<file path="src/hdl/sha1sh_pkg.sv">
// Constants shared by the SHA-1 stream hasher: initial chaining value, round constants, padding.
package sha1sh_pkg;

   // Initial chaining value. Index 0 holds the first digest word.
   localparam logic [4:0][31:0] H_INIT = {
      32'hc3d2e1f0, 32'h10325476, 32'h98badcfe, 32'hefcdab89, 32'h67452301
   };

   // Round constants, one per group of twenty rounds.
   localparam logic [31:0] K_GROUP0 = 32'h5a827999;
   localparam logic [31:0] K_GROUP1 = 32'h6ed9eba1;
   localparam logic [31:0] K_GROUP2 = 32'h8f1bbcdc;
   localparam logic [31:0] K_GROUP3 = 32'hca62c1d6;

   // Round group boundaries and the last round index.
   localparam logic [6:0] GROUP1_START = 7'd20;
   localparam logic [6:0] GROUP2_START = 7'd40;
   localparam logic [6:0] GROUP3_START = 7'd60;
   localparam logic [6:0] LAST_ROUND   = 7'd79;

   // Padding: the end marker byte, the first byte position of the length
   // field, and the last byte position of a block.
   localparam logic [7:0] PAD_MARK        = 8'h80;
   localparam logic [5:0] LEN_FIELD_START = 6'd56;
   localparam logic [5:0] LAST_BYTE_POS   = 6'd63;

endpackage

</file>
<file path="src/hdl/sha1_stream_hasher.sv">
// SHA-1 stream hasher: byte intake, padding sequencer and one shared round unit.
// Intake: a byte that leaves the block unfilled is taken without a stall; a byte that completes a block
// holds intake off through the rounds and the chaining add. An end beat pads the current block and
// compresses it, plus an extra block when the length field does not fit; the digest then waits for
// a free output register. No new byte is taken while a block is padded or compressed.
// Reset (synchronous): chaining value to the initial constants, counts and flags to zero.
module sha1_stream_hasher
   import sha1sh_pkg::*;
(
   input  logic        clock,
   input  logic        reset,
   input  logic        req_valid,
   output logic        req_stall,
   input  logic [7:0]  req_data_byte,
   input  logic        req_has_byte,
   input  logic        req_last,
   output logic        rsp_valid,
   input  logic        rsp_stall,
   output logic [31:0] rsp_digest_word0,
   output logic [31:0] rsp_digest_word1,
   output logic [31:0] rsp_digest_word2,
   output logic [31:0] rsp_digest_word3,
   output logic [31:0] rsp_digest_word4,
   output logic        rsp_length_overflow
);

   typedef enum logic [2:0] {
      ST_IDLE,
      ST_ROUND,
      ST_ADDH,
      ST_PAD,
      ST_OUTPUT
   } state_type;

   // Sequencer state and control.
   state_type        state_ff, state_in;
   logic [6:0]       round_ff, round_in;
   logic [5:0]       fill_ff, fill_in;
   logic [63:0]      len_ff, len_in;
   logic             ovf_ff, ovf_in;
   // The end marker byte has been placed in the current message.
   logic             mark_ff, mark_in;
   // The current padded block carries the length field in its last eight bytes.
   logic             len_ok_ff, len_ok_in;
   // The message end has been seen and padding is still owed.
   logic             last_ff, last_in;
   // The compression in flight is the final one of the message.
   logic             final_ff, final_in;
   logic [4:0][31:0] h_ff, h_in;

   // Datapath: working variables a..e in index 0..4, and the 512-bit block
   // buffer. The buffer takes bytes by shifting left one byte at a time, so
   // a full block holds its first byte in the top bits. During the rounds
   // the same register acts as the sixteen-word schedule window: word 0 is
   // the current schedule word, and each round shifts in the next one.
   logic [4:0][31:0] work_ff, work_in;
   logic [511:0]     sched_ff, sched_in;

   // Output register. It holds a finished digest until the beat is taken.
   logic             rsp_valid_ff, rsp_valid_in;
   logic [4:0][31:0] dig_ff, dig_in;
   logic             rsp_ovf_ff, rsp_ovf_in;

   logic [64:0] len_sum;
   logic [31:0] w_cur;
   logic [31:0] w_mix;
   logic [31:0] w_next;
   logic [31:0] f_val;
   logic [31:0] k_val;
   logic [31:0] t_val;
   logic [7:0]  pad_byte;

   // Bit count plus one byte; the carry out marks a length wrap.
   assign len_sum = {1'b0, len_ff} + 65'd8;

   // Schedule taps: the new word is W[i+16] from W[i+13], W[i+8], W[i+2], W[i].
   assign w_cur  = sched_ff[511:480];
   assign w_mix  = sched_ff[95:64] ^ sched_ff[255:224] ^ sched_ff[447:416] ^ w_cur;
   assign w_next = {w_mix[30:0], w_mix[31]};

   // Round function and constant by group of twenty rounds.
   always_comb begin
      if (round_ff < GROUP1_START) begin
         f_val = (work_ff[1] & work_ff[2]) | (~work_ff[1] & work_ff[3]);
         k_val = K_GROUP0;
      end else if (round_ff < GROUP2_START) begin
         f_val = work_ff[1] ^ work_ff[2] ^ work_ff[3];
         k_val = K_GROUP1;
      end else if (round_ff < GROUP3_START) begin
         f_val = (work_ff[1] & work_ff[2]) | (work_ff[1] & work_ff[3]) |
                 (work_ff[2] & work_ff[3]);
         k_val = K_GROUP2;
      end else begin
         f_val = work_ff[1] ^ work_ff[2] ^ work_ff[3];
         k_val = K_GROUP3;
      end
   end

   assign t_val = {work_ff[0][26:0], work_ff[0][31:27]} + f_val + work_ff[4] + w_cur + k_val;

   // Padding byte for the current buffer position: the end marker first, then
   // zeros, and in the block that carries it the big-endian bit count.
   always_comb begin
      if (!mark_ff) begin
         pad_byte = PAD_MARK;
      end else if (len_ok_ff && (fill_ff >= LEN_FIELD_START)) begin
         pad_byte = len_ff[{~fill_ff[2:0], 3'b000} +: 8];
      end else begin
         pad_byte = 8'h00;
      end
   end

   always_comb begin
      state_in     = state_ff;
      round_in     = round_ff;
      fill_in      = fill_ff;
      len_in       = len_ff;
      ovf_in       = ovf_ff;
      mark_in      = mark_ff;
      len_ok_in    = len_ok_ff;
      last_in      = last_ff;
      final_in     = final_ff;
      h_in         = h_ff;
      work_in      = work_ff;
      sched_in     = sched_ff;
      rsp_valid_in = rsp_valid_ff;
      dig_in       = dig_ff;
      rsp_ovf_in   = rsp_ovf_ff;

      // A waiting digest leaves when the receiver takes the beat.
      if (rsp_valid_ff && !rsp_stall) begin
         rsp_valid_in = 1'b0;
      end

      case (state_ff)
         ST_IDLE: begin
            if (req_valid) begin
               if (req_has_byte) begin
                  sched_in = {sched_ff[503:0], req_data_byte};
                  fill_in  = fill_ff + 6'd1;
                  len_in   = len_sum[63:0];
                  if (len_sum[64]) begin
                     ovf_in = 1'b1;
                  end
               end
               last_in = req_last;
               // A byte in the last position completes the block: compress
               // it first, then pad if the beat also ends the message.
               if (req_has_byte && (fill_ff == LAST_BYTE_POS)) begin
                  state_in = ST_ROUND;
                  round_in = 7'd0;
                  work_in  = h_ff;
                  final_in = 1'b0;
               end else if (req_last) begin
                  state_in = ST_PAD;
               end
            end
         end

         ST_ROUND: begin
            work_in[0] = t_val;
            work_in[1] = work_ff[0];
            work_in[2] = {work_ff[1][1:0], work_ff[1][31:2]};
            work_in[3] = work_ff[2];
            work_in[4] = work_ff[3];
            sched_in   = {sched_ff[479:0], w_next};
            round_in   = round_ff + 7'd1;
            if (round_ff == LAST_ROUND) begin
               state_in = ST_ADDH;
            end
         end

         ST_ADDH: begin
            for (int i = 0; i < 5; i++) begin
               h_in[i] = h_ff[i] + work_ff[i];
            end
            if (final_ff) begin
               state_in = ST_OUTPUT;
            end else if (last_ff) begin
               // The block after an overflowing pad block carries the length.
               len_ok_in = 1'b1;
               state_in  = ST_PAD;
            end else begin
               state_in = ST_IDLE;
            end
         end

         ST_PAD: begin
            sched_in = {sched_ff[503:0], pad_byte};
            fill_in  = fill_ff + 6'd1;
            if (!mark_ff) begin
               mark_in   = 1'b1;
               len_ok_in = (fill_ff < LEN_FIELD_START);
            end
            if (fill_ff == LAST_BYTE_POS) begin
               state_in = ST_ROUND;
               round_in = 7'd0;
               work_in  = h_ff;
               final_in = mark_ff && len_ok_ff;
            end
         end

         ST_OUTPUT: begin
            // Hand the digest over once the output register is free, and
            // start the next message from the initial chaining value.
            if (!rsp_valid_ff || !rsp_stall) begin
               dig_in       = h_ff;
               rsp_ovf_in   = ovf_ff;
               rsp_valid_in = 1'b1;
               h_in         = H_INIT;
               fill_in      = 6'd0;
               len_in       = 64'd0;
               ovf_in       = 1'b0;
               mark_in      = 1'b0;
               len_ok_in    = 1'b0;
               last_in      = 1'b0;
               final_in     = 1'b0;
               state_in     = ST_IDLE;
            end
         end

         default: begin
            state_in = ST_IDLE;
         end
      endcase
   end

   always_ff @(posedge clock) begin
      if (reset) begin
         state_ff     <= ST_IDLE;
         round_ff     <= 7'd0;
         fill_ff      <= 6'd0;
         len_ff       <= 64'd0;
         ovf_ff       <= 1'b0;
         mark_ff      <= 1'b0;
         len_ok_ff    <= 1'b0;
         last_ff      <= 1'b0;
         final_ff     <= 1'b0;
         h_ff         <= H_INIT;
         rsp_valid_ff <= 1'b0;
      end else begin
         state_ff     <= state_in;
         round_ff     <= round_in;
         fill_ff      <= fill_in;
         len_ff       <= len_in;
         ovf_ff       <= ovf_in;
         mark_ff      <= mark_in;
         len_ok_ff    <= len_ok_in;
         last_ff      <= last_in;
         final_ff     <= final_in;
         h_ff         <= h_in;
         rsp_valid_ff <= rsp_valid_in;
      end
      work_ff    <= work_in;
      sched_ff   <= sched_in;
      dig_ff     <= dig_in;
      rsp_ovf_ff <= rsp_ovf_in;
   end

   // Input beats are taken only while the sequencer waits for the next byte.
   assign req_stall = (state_ff != ST_IDLE);

   assign rsp_valid           = rsp_valid_ff;
   assign rsp_digest_word0    = dig_ff[0];
   assign rsp_digest_word1    = dig_ff[1];
   assign rsp_digest_word2    = dig_ff[2];
   assign rsp_digest_word3    = dig_ff[3];
   assign rsp_digest_word4    = dig_ff[4];
   assign rsp_length_overflow = rsp_ovf_ff;

endmodule
</file>
<file path="config.mk">
export PLATFORM = sky130hd
export DESIGN_NAME = sha1_stream_hasher
export DESIGN_NICKNAME = d
export VERILOG_FILES = /design/src/hdl/sha1sh_pkg.sv /design/src/hdl/sha1_stream_hasher.sv
export SDC_FILE = /design/constraint.sdc
export NUM_CORES = 2
export LEC_CHECK = 0
export BUFFER_PORTS_ARGS = -buffer_cell sky130_fd_sc_hd__buf_2
export CAP_MARGIN = 25
export CORE_UTILIZATION = 45
export DETAILED_ROUTE_END_ITERATION = 8
export HOLD_SLACK_MARGIN = 0.1
export PLACE_DENSITY = 0.67
export SLEW_MARGIN = 40
export SYNTH_ARGS = -nofsm -noshare
export SYNTH_HDL_FRONTEND = slang
export SYNTH_SLANG_ARGS = --single-unit
</file>
<file path="constraint.sdc">
create_clock -name clock -period 31.6 [get_ports clock]
set_clock_uncertainty 0.2 [all_clocks]
set_input_delay 6.32 -clock clock [delete_from_list [all_inputs] [get_ports clock]]
set_output_delay 6.32 -clock clock [all_outputs]
set_load 0.05 [all_outputs]
</file>
-- Yosys cells after proc, flatten, opt, wreduce, memory -nomap -nowiden
Index checks and enable logic that the tools add are counted.
- multiply operators: 0
- divide/modulo/power cells: 0
- reduce and logical (&&, ||, !) cells: 27
- bitwise gates (word level): 14
- shift operators: 1
- magnitude comparators: 5
- eq/ne operators: 17
- add/subtract/negate cells: 12
- multiplexer cells: 57
- operator list (kind ; number):
    one-hot mux 512 bit (3 select lines) ; 1
    two-way mux 512 bit ; 2
    two-way mux 160 bit ; 4
    one-hot mux 160 bit (3 select lines) ; 1
    one-hot mux 160 bit (2 select lines) ; 1
    adder 32 bit ; 9
    two-way mux 64 bit ; 3
    two-way mux 32 bit ; 5
    XOR 32 bit ; 5
    AND 32 bit ; 4
    one-hot mux 64 bit (2 select lines) ; 1
    OR 32 bit ; 3
    adder 64 x 4 -> 65 bit, second input constant ; 1
    indexed part select 64 x 7 -> 8 bit ; 1
    NOT 32 bit ; 1
    two-way mux 31 bit ; 1
    two-way mux 3 bit ; 7
    two-way mux 7 bit ; 3
    one-hot mux 7 bit (3 select lines) ; 1
    != test 2 bit, second input constant ; 10
    AND reduction 5 bit ; 4
    two-way mux 6 bit ; 3
    one-hot mux 6 bit (3 select lines) ; 1
    two-way mux 8 bit ; 2
    27 further kinds ; 59
- output and inout port bits: 163
- bits of input ports: 14
- logic and storage cells: 160
- memories kept: 0
- latch bits: 0
- memory bits (read-only): 0
- bits in registers: 1079
- bits in writable memories: 0

-- Logic depth before layout (Yosys ltp)
- depth in word-level cells: 11
- mapped depth: 24
- depth with buffers taken out: 22

-- Worst setup path after synthesis
No wires, ideal clock.
- path type: input -> register
- start: input req_has_byte
- end: register sched_ff[0] (enable)
- data arrival time: 27581 ps
- setup time: 1398 ps
- path buffers: 0
- slack: 2421 ps
- data required time: 30002 ps
- cell stages on the path: 2
- path through: a31oi_1 -> nor2_1
- longest elaborated chain between the ends: 2
- ends and longest elaborated chain (what ; line ; text):
    from (decl) ; sha1_stream_hasher.sv:15 ; input logic req_has_byte,
    != test 2 bit (no source line) ; n/a ;
    AND reduction 3 bit (no source line) ; n/a ;
    to (signal assigned) ; sha1_stream_hasher.sv:255 ; sched_ff <= sched_in;
    to (decl) ; sha1_stream_hasher.sv:57 ; logic [511:0] sched_ff, sched_in;
Every way passes these cells.
A chain may end at the register's enable or synchronous reset.

-- Worst setup path after layout
- start: input req_valid
- end: register sched_ff[188] (enable)
- longest elaborated chain between the ends: 2
- ends and longest elaborated chain (what ; line ; text):
    from (decl) ; sha1_stream_hasher.sv:12 ; input logic req_valid,
    != test 2 bit (no source line) ; n/a ;
    AND reduction 3 bit (no source line) ; n/a ;
Every way passes these cells.

==> results by group <==
STA
  • Setup TNS Final: 0 ps
  • Hold Fails Final Rpt: 0
  • Pins over their slew limit: 0
  • Worst-Margin Slew: ~870 ps
  • Max-Slew Margin vs Limit: 0.423
  • Final setup vio count: 0
  • Min Tclk post-route: between 9000 and 10,000 ps
  • Fmax: about 110 MHz
  • RSZ-0062 raised after global routing: no
  • Tcrit/Tclk final: 0.288

Critical path
  • CP cell instances: buf_2 -> a31oi_1 -> nor2_4 -> buf_6 -> buf_6 -> buf_4
  • Crit-path max FO: 75
  • Worst setup EP type: flip-flop
  • WS Path Type: primary input to flip-flop
  • Max stage delay on crit path: 670 ps
  • Worst reg2reg setup slack: roughly 25,000 ps
  • Arr. time, crit path: approximately 9000 ps
  • Slowest cell on the critical path: buf_4
  • Critical Path Start Type: primary input
  • Worst EP required: 31,720 ps
  • Most used cell, CP: buf_6

Logic synthesis
  • EDFF count, synth: 833
  • Commonest cells post-synth: nand2_1 (2,012), edfxtp_1 (833), nor2_1 (287), inv_1 (250)
  • Syn_area_per_cell: between 9 and 10 um^2
  • Syn_nets: between 6,000 and 7,000
  • Synth area leaders: edfxtp_1 (44%), nand2_1 (13%), dfxtp_1 (8.6%)
  • Netlist cell types: 84
  • Synthesis Warnings: 0
  • Fraction of synthesis flops using an asynchronous set or reset pin: 0
  • Cell with the most instances after synthesis: nand2_1
  • Most used DFF post-synth: edfxtp_1
  • Register bit total from synthesis: around 1,100
  • Top cell type by total area after synthesis: edfxtp_1
  • Synth top area share: 0.444
  • Sequential element share of the synthesized area: 0.530
  • Cell area after synthesis: 56,400 um^2
  • Post-Synthesis Cells: 5,781

Placed design
  • GPL Wtd Cong: 1.00
  • Port buffer count: roughly 180
  • Detailed Place HPWL: about 100,000 um
  • Cell Area, Placed: slightly below 60,000 um^2
  • Placed instance count: ~7,400

CTS
  • Clock transition at the registers of the reported paths: 60 ps
  • Skew-Pair Late Insertion Delay: 730 ps
  • Max clock buf depth: 3
  • CTS tree: yes
  • Clock sinks: about 1,100
  • Post-CTS sizing: 0
  • CTS HTree Levels: 3
  • CTS buffer count: between 100 and 150
  • Post-CTS setup buffer count: 0
  • Cts hold-fix bufs: 0
  • Root Buffer: clkbuf_16

GRT
  • Largest net degree at the start of global routing: 140
  • GRT Util Overall: 0.231
  • Remaining Overflow, GRT: 0
  • Vias in the first global route: around 40,000
  • Initial antenna violation count: 2
  • First-pass GRT wire length: 228,000 um

Flow run
  • MaxCap Viol Count: 0

Detailed routing
  • DR WL/cell: about 20 um
  • Drt drc: 40
  • DR vias/cell: ~5.4
  • Antenna Nets Post-Route: 0
  • First-pass detailed-route iteration total: 9
  • Total wire length after detailed routing: 148,000 um
  • Total number of vias: approximately 41,000
  • First-iteration detailed-routing DRC count: between 3,000 and 4,000

Final layout
  • Final #Nets: approximately 6,200
  • Register area: ~30,000 um^2
  • Layout cells sized above 1: 0.0827
  • Multi-input gate area: around 25,000 um^2
  • Fin util: 0.508
  • Non-Filler Instances: 7,623
  • Final Instance Area: about 63,000 um^2
  • Fill count: about 11,000
  • Area delta synth->final: 11.7%

Worst hold path
  • Hold crit path type: flip-flop to flip-flop

Die
  • Core area: between 100,000 and 150,000 um^2
  • Rows: about 130
  • I/O Pins: between 150 and 200
  • Die W: 356 um
  • Initial Util: 0.455
  • DIE HEIGHT: ~360 um
  • DIE AREA: 127,000 um^2

Outcome
  • Failing checks: DRC
  • Status: finished, violations left
-- stage by stage --
stage / hold WS, ps / setup slack [ps]
4_1_cts: 280 / 22530
6_report: 285 / 22490
2_1_floorplan: 209 / 2420
3_3_place_gp: 254 / 21330
5_1_grt: 302 / 22270
3_5_place_dp: 262 / 21770
-- sequential cells by signal, summed over array words and instances (netlist names), 3 cells and up --
register	flops
fill_ff	6
h_ff	160
len_ff	61
round_ff	7
rsp_digest_word0	32
rsp_digest_word1	32
rsp_digest_word2	32
rsp_digest_word3	32
rsp_digest_word4	32
sched_ff	512
state_ff	3
work_ff	160
-- final timing paths --
path,startpoint,end,cells after the start
setup reg to reg,round_ff[3]$_SDFFE_PP0P_,work_ff[29]$_DFFE_PP_,21
setup / recovery,req_valid,sched_ff[188]$_DFFE_PP_,6
hold / removal,ovf_ff$_SDFFE_PP0P_,rsp_length_overflow$_DFFE_PP_,0
hold reg to reg,ovf_ff$_SDFFE_PP0P_,rsp_length_overflow$_DFFE_PP_,0
-- logic make-up after synthesis --
group	synth area share
DFF	0.530
muxes	0.0145
xor gates and xnor gates	0.0463
buffers and inverters	0.0331
adders and majority gates	0.0879
and+or+nand+nor	0.194
AOI/OAI and AO/OA	0.0945
-- cells in the final DEF (no fill, tap or decap), drive strengths merged, types with 18 or more instances in the layout --
cell type	n
nand2	2013
edfxtp	833
nor2	288
inv	255
a21oi	243
dfxtp	243
o21ai	237
buf	230
xnor2	198
ha	196
clkbuf	130
fa	125
xor2	100
a21o	98
nand3	87
clkinv	58
nor3	55
nand2b	40
mux2i	39
and3	36
o22ai	34
or3	31
nand4	30
a31oi	29
nor2b	26
o21a	26
o31ai	18
o21bai	18
or2	18
-- worst max-delay path, delay by kind of cell --
kind / cells / cell delay [ps]
AO/OA/AOI/OAI: 1 / 140
buffers and inverters: 4 / 2060
AND/OR/NAND/NOR: 1 / 580
-- area by class of cell --
| type | instances | area share |
|---|---|---|
| antenna | 1 | 0.0000397 |
| timing repair buffer | 230 | 0.0228 |
| sequential | 1076 | 0.474 |
| multi-input combinational | 4213 | 0.393 |
| clock inverter | 84 | 0.0160 |
| inverter | 252 | 0.0151 |
| clock buffer | 130 | 0.0464 |
| tap | 1637 | 0.0325 |
-- routing by layer --
metal / up-vias / global-route usage / wire length [um] / part of all wire
met3: 274 / 0.0275 / 8770 / 0.059
li1: 20000 / - / - / -
met5: - / 0 / 13 / 0.000088
met4: 2 / 0.0978 / 5940 / 0.040
met2: 1314 / 0.376 / 69300 / 0.47
met1: 19800 / 0.312 / 64400 / 0.43
Power is not shown: default switching activity piles up to over one toggle a cycle in this logic, so the estimate is an artifact.
